File: config.mk
export PLATFORM = sky130hd
export DESIGN_NAME = spr_queue
export DESIGN_NICKNAME = d
export VERILOG_FILES = /design/src/rtl/core/spr_pkg.sv /design/src/rtl/core/spr_queue.sv
export SDC_FILE = /design/constraint.sdc
export NUM_CORES = 1
export LEC_CHECK = 0
export BUFFER_PORTS_ARGS = -buffer_cell sky130_fd_sc_hd__buf_2
export CORE_AREA = 2 2 266 190
export DETAILED_ROUTE_END_ITERATION = 6
export DIE_AREA = 0 0 268 192
export PLACE_DENSITY = 0.74
export SYNTH_ARGS = -nofsm -noshare
export SYNTH_HDL_FRONTEND = slang
export SYNTH_SLANG_ARGS = --single-unit
File: constraint.sdc
create_clock -name clk -period 2.4 [get_ports clk]
set_clock_uncertainty 0.2 [all_clocks]
set_input_delay 0.12 -clock clk [delete_from_list [all_inputs] [get_ports clk]]
set_output_delay 0.12 -clock clk [all_outputs]
set_load 0.1 [all_outputs]
File: src/rtl/core/spr_pkg.sv
// ----------------------------------------------------------------------------
// spr_pkg: shared types, constants and table builders
// Types for the spiral plotter ports, the queue entry, and the functions that
// build the sine and row tables at elaboration.
// ----------------------------------------------------------------------------
package spr_pkg;

  // Default geometry
  localparam int POINTS_DEF       = 200;
  localparam int COLUMNS_DEF      = 90;
  localparam int ROWS_DEF         = 10;
  localparam int PANEL_HEIGHT_DEF = 65;
  localparam int SINE_BITS_DEF    = 10;

  // Queue between front and back
  localparam int QUEUE_DEPTH = 16;
  localparam int QPTR_W      = $clog2(QUEUE_DEPTH);
  localparam int QCNT_W      = $clog2(QUEUE_DEPTH + 1);

  // Configuration register indexes
  typedef enum logic [2:0] {
    CFG_CENTER_COLUMN        = 3'd0,
    CFG_CENTER_HEIGHT_INCHES = 3'd1,
    CFG_RADIUS_COLUMNS       = 3'd2,
    CFG_RADIUS_INCHES        = 3'd3,
    CFG_TURNS_SIXTEENTHS     = 3'd4
  } spr_cfg_idx_t;

  localparam longint unsigned TWO_PI_Q30 = 64'd6746518852;

  localparam logic [7:0] ROW_INCHES [16] = '{8'd0, 8'd10, 8'd20, 8'd25, 8'd30, 8'd35,
                                             8'd40, 8'd45, 8'd55, 8'd65, 8'd255, 8'd255,
                                             8'd255, 8'd255, 8'd255, 8'd255};
  localparam logic [3:0] ROW_STRIP [16] = '{4'd4, 4'd5, 4'd3, 4'd6, 4'd7, 4'd8, 4'd9,
                                            4'd10, 4'd0, 4'd2, 4'd0, 4'd0, 4'd0, 4'd0,
                                            4'd0, 4'd0};

  typedef struct packed {
    logic [7:0]  point_index;
    logic [15:0] rotation_phase;
    logic [31:0] time_ms;
  } spr_in_t;

  typedef struct packed {
    logic [3:0] strip_number;
    logic [6:0] led_position;
    logic [7:0] red;
    logic [7:0] green;
    logic [7:0] blue;
    logic       last;
  } spr_out_t;

  typedef struct packed {
    logic [6:0] center_column;
    logic [6:0] center_height_inches;
    logic [6:0] radius_columns;
    logic [6:0] radius_inches;
    logic [7:0] turns_sixteenths;
  } spr_cfg_t;

  // One classified point, as queued for the back end
  typedef struct packed {
    logic       on;
    logic [3:0] strip;
    logic [7:0] col;
    logic       has_plus;
    logic       has_minus;
    logic [7:0] red;
    logic [7:0] green;
    logic [7:0] blue;
  } spr_entry_t;

  // Queue head as seen by the back end
  typedef struct packed {
    logic       valid;
    spr_entry_t entry;
  } spr_head_t;

  // Sine table entry k in Q1.15, folded to one quadrant, Taylor through x^13
  function automatic logic signed [15:0] sine_entry(int unsigned k, int unsigned bits);
    longint unsigned size, quarter, kk, quad, r, x, x2, term, sum, v;
    size    = 64'd1 << bits;
    quarter = size >> 2;
    kk      = longint'(k) & (size - 64'd1);
    quad    = kk >> (bits - 2);
    r       = kk & (quarter - 64'd1);
    if (quad[0]) r = quarter - r;
    x    = (r * TWO_PI_Q30) >> bits;
    x2   = (x * x) >> 30;
    term = x;
    sum  = x;
    term = ((term * x2) >> 30) / 64'd6;   sum = sum - term;
    term = ((term * x2) >> 30) / 64'd20;  sum = sum + term;
    term = ((term * x2) >> 30) / 64'd42;  sum = sum - term;
    term = ((term * x2) >> 30) / 64'd72;  sum = sum + term;
    term = ((term * x2) >> 30) / 64'd110; sum = sum - term;
    term = ((term * x2) >> 30) / 64'd156; sum = sum + term;
    v = (sum + 64'd16384) >> 15;
    if (v > 64'd32767) v = 64'd32767;
    return (quad >= 64'd2) ? -16'(v) : 16'(v);
  endfunction

  // Wired strip of the row nearest to height y; ties keep the lower row
  function automatic logic [3:0] strip_of_y(int unsigned y, int unsigned nrows);
    int unsigned best, row, d, i;
    best = (y > ROW_INCHES[0]) ? y - ROW_INCHES[0] : ROW_INCHES[0] - y;
    row  = 0;
    for (i = 1; i < nrows; i++) begin
      d = (y > ROW_INCHES[i]) ? y - ROW_INCHES[i] : ROW_INCHES[i] - y;
      if (d < best) begin
        best = d;
        row  = i;
      end
    end
    return ROW_STRIP[row[3:0]];
  endfunction

endpackage

File: src/rtl/core/spr_queue.sv
// ----------------------------------------------------------------------------
// spr_queue: point queue
// Register FIFO that decouples the classifier from the pixel writer.
// ----------------------------------------------------------------------------
module spr_queue (
  input  logic                clk,
  input  logic                rst_n,
  input  logic                push,
  input  spr_pkg::spr_entry_t push_entry,
  input  logic                pop,
  output spr_pkg::spr_head_t  head
);
  import spr_pkg::*;

  spr_entry_t        mem_r [QUEUE_DEPTH];
  logic [QPTR_W-1:0] wr_ptr_r, rd_ptr_r;
  logic [QCNT_W-1:0] count_r;

  // Track pointers and fill level
  always_ff @(posedge clk) begin
    if (!rst_n) begin
      wr_ptr_r <= '0;
      rd_ptr_r <= '0;
      count_r  <= '0;
    end else begin
      if (push) wr_ptr_r <= wr_ptr_r + 1'b1;
      if (pop)  rd_ptr_r <= rd_ptr_r + 1'b1;
      count_r <= count_r + QCNT_W'(push) - QCNT_W'(pop);
    end
  end

  // Store entries
  always_ff @(posedge clk) begin
    if (push) mem_r[wr_ptr_r] <= push_entry;
  end

  assign head.valid = count_r != '0;
  assign head.entry = mem_r[rd_ptr_r];

endmodule

==> results summary <==
For this configuration, the core starts out at a cell density of 0.4966. The largest voltage drop on the vdd net is 0.6567 mV. For this run, the number of Yosys warnings is 0. The longest individual stage delay on the worst path is 0.55 ns. Using the TritonRoute via totals, the vias-per-cell ratio works out to 5.987. The final route contains 11820 vias. The clock net sink count is 641. The floorplan step set the die height to 192 um. The net count of the finished layout is 1318. The worst setup path is launched from a flip-flop. The number of setup violations in the final report came out at 39. The headroom to the max-slew limit is 0.6610.

For the pin with the worst max-slew slack, the measured transition is 0.5084 ns. The worst setup path is captured at a primary output. The number of endpoints with negative hold slack in the final report came out at 0. Broken down by cell family, the worst path's largest delay share belongs to buffers and inverters.

Of the synthesized area, sequential elements account for 0.7881. The number of distinct library cell variants in the gate-level netlist after synthesis came out at 28. The largest individual stage delay along the critical path comes from the cell sky130_fd_sc_hd__mux4_2. The count of final max-slew check failures is 0.

In this run the remaining antenna-violating nets after routing total 0. The worst path arrival time is roughly 2.5 ns. Setup repair after global routing could not meet its margin everywhere.

The synthesized netlist cell count came out at 1049. TritonCTS built the clock tree. The clock buffer count from CTS is 55. The non-filler instance count after layout came out at 1975. The worst hold path passes through 2 cells. The first TritonRoute pass finished after 5 iterations.

The maximum number of pins on one net before global-route repair is 53. The largest fanout on the critical path came out at 5. The final critical-path required period is 2.786 ns. The setup slack after layout is -0.3859 ns. Measured in cells, the most critical reg-to-reg path has a length of 9.

The wire length of the first global-routing pass is 80500 um. The average size of a mapped cell came out at 23.08 sq um. The flow ran to the end, but the final reports show violations. The maximum buffer depth of the clock tree came out at 3.

The max-cap violation count is 0. The count of buffers inserted at the top-level ports came out at 82. Summing every instance area after synthesis gives ~24000 sq um. The type of the worst setup path is reg -> out.

The total core area came out at 48750 sq um. 0 antenna diodes ended up in the layout. After global routing the overflow that remains totals 0.

Leaving out fill and tap cells, the most frequent cells in the layout are sky130_fd_sc_hd__edfxtp_1, sky130_fd_sc_hd__mux4_2, sky130_fd_sc_hd__buf_12. The number of DRC markers in iteration 0 is ~1600. The number of nets produced by synthesis is 1104. For this run, the total global-route usage over all layers was measured as 0.2181. The number of antenna violations at the first check in global routing came out at 1.

The detailed-route wire length is 55590 um. The die footprint came out at 51460 sq um. The min-delay analysis places its worst path in the category in -> reg. The signal on the critical path passes through buf_12 > buf_16 > buf_4 > mux4_2 > a22oi_2 > nand2_2 > buf_12. The clock input transition at the sequential cells of the worst setup and hold paths came out at 0.07 ns. The share of cells above drive strength 1 came out at 0.3977.

The design draws 25.40 mW. The tree is rooted in a sky130_fd_sc_hd__clkbuf_16. Data on the critical path is required at its endpoint by 2.08 ns.

Detailed placement ended at an HPWL of 27510 um. The die span in x is between 200 and 300 um. For this design the top-level I/O count stands at 83.

The maximum level of the CTS H-tree is 2. The maximum operating frequency is 359.0 MHz. For this design the static power due to leakage is 9.554 nW. The critical path contains buffers and inverters numbering 4 combined. The final reports fail on negative setup slack. The detail-routed net length per standard cell is 28.15 um. The relative area change from synthesis to final layout is 23.93%.

The floorplan has between 60 and 70 rows. After synthesis the netlist holds a flip-flop and latch count of 641. The placer congestion estimate came out at between 0.7 and 0.8. At the later pin of the worst-skew pair, clock insertion delay measures around 0.58 ns.

The number of global-route vias before repair is between 10000 and 15000. The library cell used most frequently in the layout, excluding fill and tap cells, is sky130_fd_sc_hd__edfxtp_1. The part of the cycle the worst path needs is 1.161. The number of placed instances, taps included, is 1794. The DRC violation count after routing came out at 0. The total power divided by cell area is 846.6 nW/um^2. The cell depth of the worst setup path is 7. The cell with the most instances on the worst path is sky130_fd_sc_hd__buf_12.
[through the flow]
step | instance area, sq um | utilization | setup TNS [ns] | hold WS (ns) | setup WS [ns]
global placement | 26080 | 0.5349 | 0 | 0.2900 | 0.08802
global route | 30000 | 0.6154 | -15.80 | 0.2426 | -0.4599
CTS | 29500 | 0.6052 | -13.31 | 0.2276 | -0.3856
detailed placement | 26080 | 0.5349 | 0 | 0.2963 | 0.02981
finish | 30000 | 0.6154 | -12.66 | 0.2529 | -0.3859
floorplan | 24210 | - | 0 | 0.01887 | 0.02990
[flip-flops by register name, indices dropped and copies added, names as in the netlist, named ones only]
signal    cells
rd_ptr_r      4
count_r       5
mem_r       624
wr_ptr_r      4
[layer usage]
metal | global-route usage | vias up | wire (um) | part of all wire
met5 | 0 | - | 13 | 0.00023
met4 | 0.04233 | 2 | 974 | 0.018
met3 | 0.04038 | 78 | 5104 | 0.092
met2 | 0.3564 | 616 | 27740 | 0.50
met1 | 0.3128 | 6252 | 21750 | 0.39
li1 | - | 4876 | - | -
[power breakdown]
| group | internal (mW) | switching, mW |
|---|---|---|
| combinational | 1.50 | 2.03 |
| clock | 5.46 | 3.89 |
| sequential | 12.4 | 0.0627 |
| total | 19.4 | 5.99 |
[final cells by class]
class,instances,area (sq um)
Fill cell,3231,18750
Timing Repair Buffer,210,2900
Tap cell,665,832.0
Clock buffer,65,1435
Multi-Input combinational cell,347,5243
Inverter,8,30.03
Clock inverter,39,475.5
Sequential cell,641,19090
[final timing paths]
kind | startpoint | to | slack (ns)
max | flip-flop | head[28] | -0.39
min reg2reg | rd_ptr_r[1] | flip-flop | 0.36
max reg2reg | count_r[0] | count_r[4] | 0.15
min | push_entry[23] | mem_r[0][23] | 0.25
[worst reg2reg max path: cells and delay by family, from the launching register on]
family	cells	cell delay (ns)
adders and majority gates	3	0.83
and+or+nand+nor	3	0.57
DFF	1	0.31
buffers and inverters	2	0.10
AOI/OAI and AO/OA	1	0.13
[cells in the mapped netlist, drive strengths merged]
library cell    n  share of area
a22oi          78          0.024
o21ai           1        0.00021
ha             11         0.0057
clkbuf         27         0.0042
nand3           1        0.00021
nor2            4        0.00062
buf            26         0.0081
nor2b           4         0.0010
nand4           2        0.00052
edfxtp        624           0.77
xor2            4         0.0014
nor3b           1        0.00031
a21oi           2        0.00041
fa              1        0.00083
inv             8         0.0012
and3            2        0.00052
nand2          42         0.0065
or3             1        0.00026
dfxtp          17          0.014
and2           28         0.0072
a21o            1        0.00031
xnor2           5         0.0018
mux2i           2        0.00083
mux4          156           0.15
and3b           1        0.00036
[repair_timing]
| action | CTS | global route |
|---|---|---|
| buffers inserted | 15 | 5 |
| setup endpoints to repair | 39 | 40 |
| hold endpoints to repair | 641 | 0 |
| pin swaps | 32 | 44 |
| hold buffers | 43 | 0 |
| gates resized for setup | 191 | 75 |
| cloned | 8 | 6 |
[cells by family after synthesis]
group	synth area share
adder cells (fa/ha/maj)	0.006512
AND/OR/NAND/NOR	0.01757
flip-flops	0.7881
XOR/XNOR	0.003256
buffers and inverters	0.01349
AO/OA/AOI/OAI	0.02512
multiplexers	0.1460
(Power assumes the default switching activity.)
