--- config.mk ---
export PLATFORM = sky130hd
export DESIGN_NAME = spr_back
export DESIGN_NICKNAME = d
export VERILOG_FILES = /design/src/rtl/core/spr_pkg.sv /design/src/rtl/core/spr_back.sv
export SDC_FILE = /design/constraint.sdc
export NUM_CORES = 1
export LEC_CHECK = 0
export ABC_AREA = 1
export BUFFER_PORTS_ARGS = -buffer_cell sky130_fd_sc_hd__buf_4
export CORE_MARGIN = 4
export CORE_UTILIZATION = 49
export DETAILED_ROUTE_END_ITERATION = 10
export PLACE_DENSITY = 0.93
export SLEW_MARGIN = 10
export SYNTH_ARGS = -nofsm -noshare
export SYNTH_HDL_FRONTEND = slang
export SYNTH_SLANG_ARGS = --single-unit
--- constraint.sdc ---
create_clock -name clk -period 5.39 [get_ports clk]
set_input_delay 0.8085 -clock clk [delete_from_list [all_inputs] [get_ports clk]]
set_output_delay 0.8085 -clock clk [all_outputs]
set_load 0.01 [all_outputs]
--- src/rtl/core/spr_pkg.sv ---
// ----------------------------------------------------------------------------
// spr_pkg: shared types, constants and table builders
// Types for the spiral plotter ports, the queue entry, and the functions that
// build the sine and row tables at elaboration.
// ----------------------------------------------------------------------------
package spr_pkg;

  // Default geometry
  localparam int POINTS_DEF       = 200;
  localparam int COLUMNS_DEF      = 90;
  localparam int ROWS_DEF         = 10;
  localparam int PANEL_HEIGHT_DEF = 65;
  localparam int SINE_BITS_DEF    = 10;

  // Queue between front and back
  localparam int QUEUE_DEPTH = 16;
  localparam int QPTR_W      = $clog2(QUEUE_DEPTH);
  localparam int QCNT_W      = $clog2(QUEUE_DEPTH + 1);

  // Configuration register indexes
  typedef enum logic [2:0] {
    CFG_CENTER_COLUMN        = 3'd0,
    CFG_CENTER_HEIGHT_INCHES = 3'd1,
    CFG_RADIUS_COLUMNS       = 3'd2,
    CFG_RADIUS_INCHES        = 3'd3,
    CFG_TURNS_SIXTEENTHS     = 3'd4
  } spr_cfg_idx_t;

  localparam longint unsigned TWO_PI_Q30 = 64'd6746518852;

  localparam logic [7:0] ROW_INCHES [16] = '{8'd0, 8'd10, 8'd20, 8'd25, 8'd30, 8'd35,
                                             8'd40, 8'd45, 8'd55, 8'd65, 8'd255, 8'd255,
                                             8'd255, 8'd255, 8'd255, 8'd255};
  localparam logic [3:0] ROW_STRIP [16] = '{4'd4, 4'd5, 4'd3, 4'd6, 4'd7, 4'd8, 4'd9,
                                            4'd10, 4'd0, 4'd2, 4'd0, 4'd0, 4'd0, 4'd0,
                                            4'd0, 4'd0};

  typedef struct packed {
    logic [7:0]  point_index;
    logic [15:0] rotation_phase;
    logic [31:0] time_ms;
  } spr_in_t;

  typedef struct packed {
    logic [3:0] strip_number;
    logic [6:0] led_position;
    logic [7:0] red;
    logic [7:0] green;
    logic [7:0] blue;
    logic       last;
  } spr_out_t;

  typedef struct packed {
    logic [6:0] center_column;
    logic [6:0] center_height_inches;
    logic [6:0] radius_columns;
    logic [6:0] radius_inches;
    logic [7:0] turns_sixteenths;
  } spr_cfg_t;

  // One classified point, as queued for the back end
  typedef struct packed {
    logic       on;
    logic [3:0] strip;
    logic [7:0] col;
    logic       has_plus;
    logic       has_minus;
    logic [7:0] red;
    logic [7:0] green;
    logic [7:0] blue;
  } spr_entry_t;

  // Queue head as seen by the back end
  typedef struct packed {
    logic       valid;
    spr_entry_t entry;
  } spr_head_t;

  // Sine table entry k in Q1.15, folded to one quadrant, Taylor through x^13
  function automatic logic signed [15:0] sine_entry(int unsigned k, int unsigned bits);
    longint unsigned size, quarter, kk, quad, r, x, x2, term, sum, v;
    size    = 64'd1 << bits;
    quarter = size >> 2;
    kk      = longint'(k) & (size - 64'd1);
    quad    = kk >> (bits - 2);
    r       = kk & (quarter - 64'd1);
    if (quad[0]) r = quarter - r;
    x    = (r * TWO_PI_Q30) >> bits;
    x2   = (x * x) >> 30;
    term = x;
    sum  = x;
    term = ((term * x2) >> 30) / 64'd6;   sum = sum - term;
    term = ((term * x2) >> 30) / 64'd20;  sum = sum + term;
    term = ((term * x2) >> 30) / 64'd42;  sum = sum - term;
    term = ((term * x2) >> 30) / 64'd72;  sum = sum + term;
    term = ((term * x2) >> 30) / 64'd110; sum = sum - term;
    term = ((term * x2) >> 30) / 64'd156; sum = sum + term;
    v = (sum + 64'd16384) >> 15;
    if (v > 64'd32767) v = 64'd32767;
    return (quad >= 64'd2) ? -16'(v) : 16'(v);
  endfunction

  // Wired strip of the row nearest to height y; ties keep the lower row
  function automatic logic [3:0] strip_of_y(int unsigned y, int unsigned nrows);
    int unsigned best, row, d, i;
    best = (y > ROW_INCHES[0]) ? y - ROW_INCHES[0] : ROW_INCHES[0] - y;
    row  = 0;
    for (i = 1; i < nrows; i++) begin
      d = (y > ROW_INCHES[i]) ? y - ROW_INCHES[i] : ROW_INCHES[i] - y;
      if (d < best) begin
        best = d;
        row  = i;
      end
    end
    return ROW_STRIP[row[3:0]];
  endfunction

endpackage

--- src/rtl/core/spr_back.sv ---
// ----------------------------------------------------------------------------
// spr_back: pixel writer
// Walks the queue head through the centre, right and left pixel writes.
// ----------------------------------------------------------------------------
module spr_back (
  input  logic               clk,
  input  logic               rst_n,
  input  spr_pkg::spr_head_t head,
  output logic               pop,
  output logic               out_valid,
  output spr_pkg::spr_out_t  out_data
);
  import spr_pkg::*;

  typedef enum logic [1:0] {
    STEP_MID,
    STEP_RIGHT,
    STEP_LEFT
  } step_t;

  step_t      step_r, step_nxt;
  logic       emit, done;
  logic [6:0] col;

  // Choose this write's column and the next write
  always_comb begin
    emit     = head.valid && head.entry.on;
    col      = head.entry.col[6:0];
    step_nxt = STEP_MID;
    done     = 1'b1;
    unique case (step_r)
      STEP_MID: begin
        if (head.entry.has_plus) begin
          step_nxt = STEP_RIGHT; done = 1'b0;
        end else if (head.entry.has_minus) begin
          step_nxt = STEP_LEFT; done = 1'b0;
        end
      end
      STEP_RIGHT: begin
        col = head.entry.col[6:0] + 7'd1;
        if (head.entry.has_minus) begin
          step_nxt = STEP_LEFT; done = 1'b0;
        end
      end
      STEP_LEFT: begin
        col = head.entry.col[6:0] - 7'd1;
      end
      default: begin
        col = head.entry.col[6:0];
      end
    endcase
    pop = head.valid && (!head.entry.on || done);
  end

  // Hold step and drive the result register
  always_ff @(posedge clk) begin
    if (!rst_n) begin
      step_r    <= STEP_MID;
      out_valid <= 1'b0;
    end else begin
      out_valid <= emit;
      if (emit) begin
        step_r                <= step_nxt;
        out_data.strip_number <= head.entry.strip;
        out_data.led_position <= col;
        out_data.red          <= head.entry.red;
        out_data.green        <= head.entry.green;
        out_data.blue         <= head.entry.blue;
        out_data.last         <= done;
      end
    end
  end

endmodule

==> results of run 1 <==
==> cell usage after synthesis, drive strengths merged, types with 2 or more instances <==
library cell	instances	share of area, %
a21oi	5	1.5
buf	2	1.3
dfxtp	3	3.6
edfxtp	36	64
ha	5	3.7
inv	21	4.7
nand2	38	8.8
nand3	11	3.3
nor2	12	2.8
o21ai	6	1.8
xor2	2	1.0
==> path summary, 6_finish.rpt <==
path / from / endpoint / slack [ps] / cells after the start
worst max register to register: step_r[0] / out_data[31] / 3310 / 12
worst min register to register: step_r[0] / step_r[0] / 580 / 2
worst min-delay path: step_r[0] / step_r[0] / 580 / 2
worst max-delay path: step_r[0] / pop / 2730 / 7
==> through the flow <==
step | worst slack [ps] | power [mW] | utilization, % | cells | hold WS [ps]
5_1_grt | 2530 | 0.678 | 71.7 | 278 | 605
3_5_place_dp | 3030 | 0.463 | 69.2 | 270 | 559
2_1_floorplan | 2510 | 0.412 | - | 148 | 513
3_3_place_gp | 3100 | 0.458 | 69.2 | 270 | 543
6_report | 2730 | 0.645 | 71.7 | 278 | 582
4_1_cts | 2760 | 0.649 | 71.7 | 278 | 577
==> power by group through the flow <==
stage                     sequential [mW]  clock [mW]  combinational (mW)
after global placement              0.358           0              0.0997
final                               0.352       0.188               0.105
after detailed placement            0.359           0               0.104
after global routing                0.353       0.209               0.116
after CTS                           0.352       0.192               0.105
after floorplan                     0.366           0              0.0457
==> cells by family (layout without fill, tap and decap cells) <==
| logic type | Yosys count | count (layout) | share of synthesized area, % |
|---|---|---|---|
| fa+ha+maj | 5 | 5 | 3.72 |
| simple gates | 62 | 62 | 15.3 |
| compound gates | 16 | 16 | 5.58 |
| buf+inv | 23 | 107 | 6.03 |
| flops | 39 | 39 | 67.9 |
| xor+xnor | 3 | 3 | 1.56 |
==> sequential cells by signal, summed over array words and instances (netlist names) <==
register and cells:
out_data 36, out_valid 1, step_r 2
==> tightest hold or removal path, cell delays in order (launching register included) <==
cell	delay [ps]
dfxtp_1	330
inv_1	120
a211oi_1	90
==> metal layers <==
layer  vias to the layer above  share of wire [%]  global-route usage, %
met3                         2                 11                   5.06
li1                        664                  -                      -
met2                        72                 51                   31.2
met1                       577                 38                   18.6
met4                         0               0.22                   5.84
met5                         -                  0                      0
==> final cells by class <==
cell class | count | area (um^2) | area share, %
Inverter | 21 | 78.8 | 3.30
Multi-Input combinational cell | 86 | 447 | 18.7
Sequential cell | 39 | 1140 | 47.7
Tap cell | 46 | 57.6 | 2.41
Clock inverter | 3 | 43.8 | 1.83
Timing Repair Buffer | 78 | 586 | 24.5
Clock buffer | 5 | 37.5 | 1.57
==> metrics.cfg, run 1 <==
[pwr]
p_switching_mw = 0.148
swShare_pct = 23.0
power_frac_seq_pct = 54.6
max-vdd-ir-drop_uv = 144
p_leak_nw = 1.11
p_int_mw = 0.497
power_density_nw_per_um2 = 270
combinationalPowerShare_pct = 16.3
clockPowerShare_pct = 29.1

[die]
die_y_um = 66.6
start_util_pct = 50.4
core_area_um2 = 3340
die_area_um2 = 4430
io_pins = 80
die_w_um = 66.6
rows = 21

[critical_path]
crit_path_top_delay_cell = dfxtp_1
critPathRequiredTime_ps = 4580
criticalPathCategory = flip-flop to output pin
crit_family = compound AO/OA/AOI/OAI gates
critPathMaxFanout = 4
arrival_ps = 1850
worst-path-buf-inv = 3
cpMostUsedCell = inv_1
endpoint_kind = output pin
slowest_delay_ps = 350
critPathLaunchType = flip-flop
crit_chain = inv_1 -> ha_1 -> o21ai_0 -> inv_1 -> a31oi_1 -> o21a_1 -> buf_4

[cts]
clock_latency_ps = 330
cts_setup_buffers = 0
postCtsHoldBufs = 0
cts_root_buf = clkbuf_4
cts_sinks = 39
cts_htree_levels = 2
clk_pin_slew_worst_paths_ps = 110
max-clock-path-buffers = 2
cts_resized = 0
cts_buffers = 5
cts_tree = done

[timing]
min_period_ps = 2660
slew_headroom_pct = 39.3
worst_pin_slew_ps = 908
finalSetupTns_ps = 0
finalSetupViolCount = 0
finalHoldViolations = 0
finalMaxSlewViolations = 0
fmax_mhz = 376
clock_skew_ps = 7.01
rsz0062_at_grt = false
period_share_pct = 49.3

[finish]
final_common_cell = buf_4
diodes = 0
layout_common_cells = 78 x buf_4, 36 x nand2_1, 36 x edfxtp_1
stdcell_area_um2 = 2390
final_nets = 278
fillers = 217
syn_to_final_growth_pct = 42.2
layout-drive-gt1-share_pct = 39.7

[placed_design]
port_buffers = 78
detailed_place.area_um2 = 2310
place_congestion = 0.885
place_hpwl_um = 2950

[status]
status = completed

[grt]
gr-usage-all-layers_pct = 17.1
grt_max_degree = 37
grt_pass1_wl_um = 5510
overflow = 0
grt_pass1_vias = 1230
grt_antenna_before_repair = 0

[job]
drv_cap = 0

[routing]
wl_per_cell_um = 13.4
drtIter0Drc = 133
dr_total_vias = 1315
routed_wl_um = 3710
final_antenna_net_count = 0
drc_errors = 0
dr.pass1.iters = 4
via_per_inst = 4.73

[yosys]
syn_inst = 148
synth_edf_count = 36
synth_top_flop_cell = edfxtp_1
ys_ff_latch = 39
netlist_area_um2 = 1680
syn_nets = 195
yosysWarnings = 0
yosysSeqAreaShare_pct = 67.9
synth_cell_types = 21
avgSynthCellArea_um2 = 11.4
synthArstFlopShare_pct = 0

[worst_hold_path]
min_path_type = flip-flop to flip-flop

Note: power is estimated with default switching activity, not from simulation.
==> run 2: changes to the inputs <==
- CORE_UTILIZATION: 49 -> 45
- PLACE_DENSITY: 0.93 -> 0.87
- clock period: 5.39 -> 2.6 ns (I/O delays scaled with it)
==> run 2 against run 1 <==
First-iteration DRC count shrank 52%. Via count grew 1.5%. Cell count grew 0.36%. Sequential share of layout area shrank 0.76 points. Critical endpoint unchanged. Largest power group unchanged.
==> metrics.cfg, run 2 (synthesis gave the netlist of run 1 again) <==
[status]
status = completed

[timing]
worst_pin_slew_ps = 423
hold_ws_ps = 269
min_period_ps = 2170
period_share_pct = 83.6
slew_headroom_pct = 71.8
rsz0062_at_grt = false
finalSetupTns_ps = 0
finalHoldViolations = 0
finalMaxSlewViolations = 0
clock_skew_ps = 7.26
fmax_mhz = 460
finalSetupViolCount = 0

[die]
core_area_um2 = 3470
die_y_um = 69.1
die_area_um2 = 4780
rows = 21
die_w_um = 69.1
io_pins = 80
start_util_pct = 48.5

[grt]
gr-usage-all-layers_pct = 16.9
grt_max_degree = 37
grt_pass1_wl_um = 6290
overflow = 0
grt_antenna_before_repair = 0
grt_pass1_vias = 1289

[critical_path]
cpMostUsedCell = inv_1
arrival_ps = 1780
crit_chain = inv_1 -> ha_1 -> o21ai_0 -> inv_1 -> a31oi_1 -> o21a_1 -> buf_4
crit_path_top_delay_cell = dfxtp_1
endpoint_kind = output pin
critPathMaxFanout = 4
critPathLaunchType = flip-flop
critPathRequiredTime_ps = 2210
criticalPathCategory = flip-flop to output pin
ff2ff_path_depth = 12
slowest_delay_ps = 350

[cts]
cts_tree = done
cts_setup_buffers = 0
max-clock-path-buffers = 2
clock_latency_ps = 290
postCtsHoldBufs = 0
cts_root_buf = clkbuf_8
clk_pin_slew_worst_paths_ps = 80
cts_htree_levels = 2
cts_sinks = 39
cts_resized = 0
cts_buffers = 5

[placed_design]
port_buffers = 78
place_hpwl_um = 3100
place_congestion = 0.873
placed_cells = 271

[finish]
syn_to_final_growth_pct = 44.5
layout-drive-gt1-share_pct = 39.9
stdcell_count = 279
diodes = 0
final_nets = 279
top_regs = out_data (36), step_r (2), out_valid (1)
largest_reg_flops = 36
layout_common_cells = 79 x buf_4, 36 x nand2_1, 36 x edfxtp_1
final_common_cell = buf_4
largest-register = out_data

[routing]
routed_wl_um = 3930
final_antenna_net_count = 0
wl_per_cell_um = 14.1
drtIter0Drc = 64
dr.pass1.iters = 4
drc_errors = 0
via_per_inst = 4.78
dr_total_vias = 1335

[pwr]
p_switching_mw = 0.328
power_density_nw_per_um2 = 593
swShare_pct = 22.8
combinationalPowerShare_pct = 15.1
p_leak_nw = 1.12
power_frac_seq_pct = 50.7
max-vdd-ir-drop_uv = 297
p_int_mw = 1.11
clockPowerShare_pct = 34.2

[worst_hold_path]
whs_path_depth = 1
min_path_type = input port to flip-flop

[job]
drv_cap = 0

## run 2: changes by cell type in the layout (fill, tap and decap cells not counted)
cell | before | now
clkbuf_4 | 5 | 0
clkbuf_8 | 0 | 5
buf_4 | 78 | 79
## run 2: worst max-delay path: cells and delay by family, from the launching register on
| kind | cells | cell delay, ps |
|---|---|---|
| compound gates | 3 | 630 |
| flops | 1 | 350 |
| buf+inv | 3 | 280 |
| fa+ha+maj | 1 | 240 |
## run 2: final timing paths
kind,slack (ps),endpoint,start
max,430,pop,step_r[0]
min,270,out_data[15],head[14]
max reg2reg,530,out_data[31],step_r[0]
min reg2reg,580,step_r[0],step_r[0]
## run 2: stage by stage
| step | cell area, um^2 | power [mW] | worst slack (ps) | util [%] |
|---|---|---|---|---|
| 2_1_floorplan | 1680 | 0.853 | 138 | - |
| 3_5_place_dp | 2320 | 0.961 | 528 | 66.8 |
| 3_3_place_gp | 2320 | 0.951 | 646 | 66.8 |
| 4_1_cts | 2430 | 1.46 | 484 | 70.1 |
| 6_report | 2430 | 1.44 | 426 | 70.1 |
| 5_1_grt | 2430 | 1.51 | 247 | 70.1 |
## run 2: per-layer routing
layer  track usage (%)  share of wire [%]  vias to the layer above
met5                 0                  0                        -
met2              29.1                 50                       72
li1                  -                  -                      663
met4              6.51                1.4                        0
met1              19.3                 41                      594
met3              5.67                8.1                        6
## run 2: layout make-up
class                      instances  area [um^2]
tap                               46         57.6
inverter                          21         78.8
clock buffer                       5         68.8
timing repair buffer              79          593
sequential                        39         1140
fill                             261         1040
clock inverter                     3         43.8
multi-input combinational         86          447
## run 2: power groups by stage
stage	Combinational [mW]	Sequential (mW)	Clock, mW
4_1_cts	0.218	0.730	0.508
3_5_place_dp	0.217	0.744	0
2_1_floorplan	0.0947	0.759	0
5_1_grt	0.242	0.733	0.536
3_3_place_gp	0.209	0.742	0
6_report	0.218	0.730	0.493
==> run 3: changes to the inputs <==
- clock period: 2.6 -> 2.14 ns (I/O delays scaled with it)
==> run 3 against run 2 <==
Die area did not move. Highest routed layer unchanged. Design area grew 0.57%. Wire length grew 4.4%. Sequential power increased by 22%. Sequential share of layout area fell by 0.26 points. Worst setup slack got worse by 270 ps. Non-clock buffer count up 1.
==> metrics.cfg, run 3 (synthesis gave the netlist of run 1 again) <==
[status]
status = completed

[worst_hold_path]
min-delay-start = head[18]
min_path_type = input port to flip-flop
hold_end = out_data[19]
whs_path_depth = 1

[timing]
finalSetupViolCount = 0
worst_pin_slew_ps = 424
finalHoldViolations = 0
finalSetupTns_ps = 0
period_share_pct = 92.7
fmax_mhz = 504
finalMaxSlewViolations = 0
min_period_ps = 1980
slew_headroom_pct = 71.8
rsz0062_at_grt = false
layout_setup_ws_ps = 157
clock_skew_ps = 3.17

[die]
die_area_um2 = 4780
rows = 21
die_y_um = 69.1
core_area_um2 = 3470
start_util_pct = 48.5
die_w_um = 69.1
io_pins = 80

[finish]
largest_reg_flops = 36
largest-register = out_data
fillers = 266
final_nets = 280
multi_input_area_um2 = 453
syn_to_final_growth_pct = 45.3
layout_common_cells = 80 x buf_4, 36 x nand2_1, 36 x edfxtp_1
seqCellArea_um2 = 1140
top_regs = out_data (36), step_r (2), out_valid (1)
diodes = 0
utilization_pct = 70.5
final_common_cell = buf_4
layout-drive-gt1-share_pct = 40.6

[routing]
dr.pass1.iters = 4
final_antenna_net_count = 0
drc_errors = 0
dr_total_vias = 1362
via_per_inst = 4.86
routed_wl_um = 4100
wl_per_cell_um = 14.6
drtIter0Drc = 119

[cts]
cts_tree = done
clk_pin_slew_worst_paths_ps = 80
clock_latency_ps = 280
cts_sinks = 39
max-clock-path-buffers = 2
cts_setup_buffers = 0
cts_buffers = 5
cts_htree_levels = 2
postCtsHoldBufs = 0
cts_root_buf = clkbuf_8

[critical_path]
endpoint_kind = output pin
critPathRequiredTime_ps = 1820
arrival_ps = 1660
rr_startpoint = step_r[0]
crit_path_top_delay_cell = dfxtp_1
worst-path-buf-inv = 3
crit_chain = inv_1 -> ha_1 -> o21ai_1 -> inv_1 -> a31oi_2 -> o21a_1 -> buf_4
slowest_delay_ps = 360
criticalPathCategory = flip-flop to output pin
crit_start = step_r[1]
ff2ff_path_depth = 12
crit_family = compound AO/OA/AOI/OAI gates
cpMostUsedCell = inv_1
r2r-end = out_data[31]
reg2reg_slack_ps = 170
critPathLaunchType = flip-flop
critPathMaxFanout = 3

[grt]
grt_pass1_vias = 1281
grt_max_degree = 37
overflow = 0
grt_pass1_wl_um = 6330
gr-usage-all-layers_pct = 16.9
grt_antenna_before_repair = 0

[pwr]
max-vdd-ir-drop_uv = 470
p_leak_nw = 1.13
power_density_nw_per_um2 = 717

[placed_design]
port_buffers = 78
place_ws_ps = 161
place_congestion = 0.884
place_hpwl_um = 3290

[job]
drv_cap = 0

[run 3: cell types whose count changed in the layout (fill, tap and decap cells not counted)]
cell / change
buf_4: +1
a31oi_2: +1
o21ai_1: +1
o21ai_0: -1
a31oi_1: -1
[run 3: per-stage QoR]
step           cell area, um^2  std cells  hold slack (ps)  power (mW)
6_report                  2440        280              205        1.75
5_1_grt                   2440        280              190        1.84
4_1_cts                   2440        280              200        1.76
3_5_place_dp              2320        272              500        1.17
3_3_place_gp              2320        272              499        1.16
2_1_floorplan             1680        148              420        1.04
[run 3: how the worst max path moves through the flow]
stage	slack (ps)	end	cells past startpoint
after floorplan	300	out_data[31]	13
after global placement	250	out_data[31]	12
after detailed placement	160	out_data[31]	12
after CTS	130	pop	7
after global routing	8	pop	7
final	160	pop	7
[run 3: where the power goes]
part	switching (mW)	internal [mW]	leakage (nW)
clock	0.246	0.347	0.0581
sequential	0.0106	0.876	0.356
combinational	0.140	0.132	0.716
[run 3: repair_timing]
item                       in CTS  in global routing
setup endpoints to repair       0                  1
resized for setup               0                  2
hold endpoints to repair        0                  0
[run 3: cell type report]
type | instances | share of cell area [%]
flip-flops and latches | 39 | 46.7
clock buffers | 5 | 2.82
repair buffers | 80 | 24.6
clock inverters | 3 | 1.79
well taps | 46 | 2.36
multi-input cells | 86 | 18.5
inverters | 21 | 3.23
[run 3: routing by layer]
layer,vias up,global-route usage (%),wire length [um],share of wire (%)
li1,662,-,-,-
met1,618,19.2,1590,39
met2,77,30.3,2130,52
met3,5,5.09,330,8.0
met4,0,5.21,44,1.1
met5,-,0,0,0
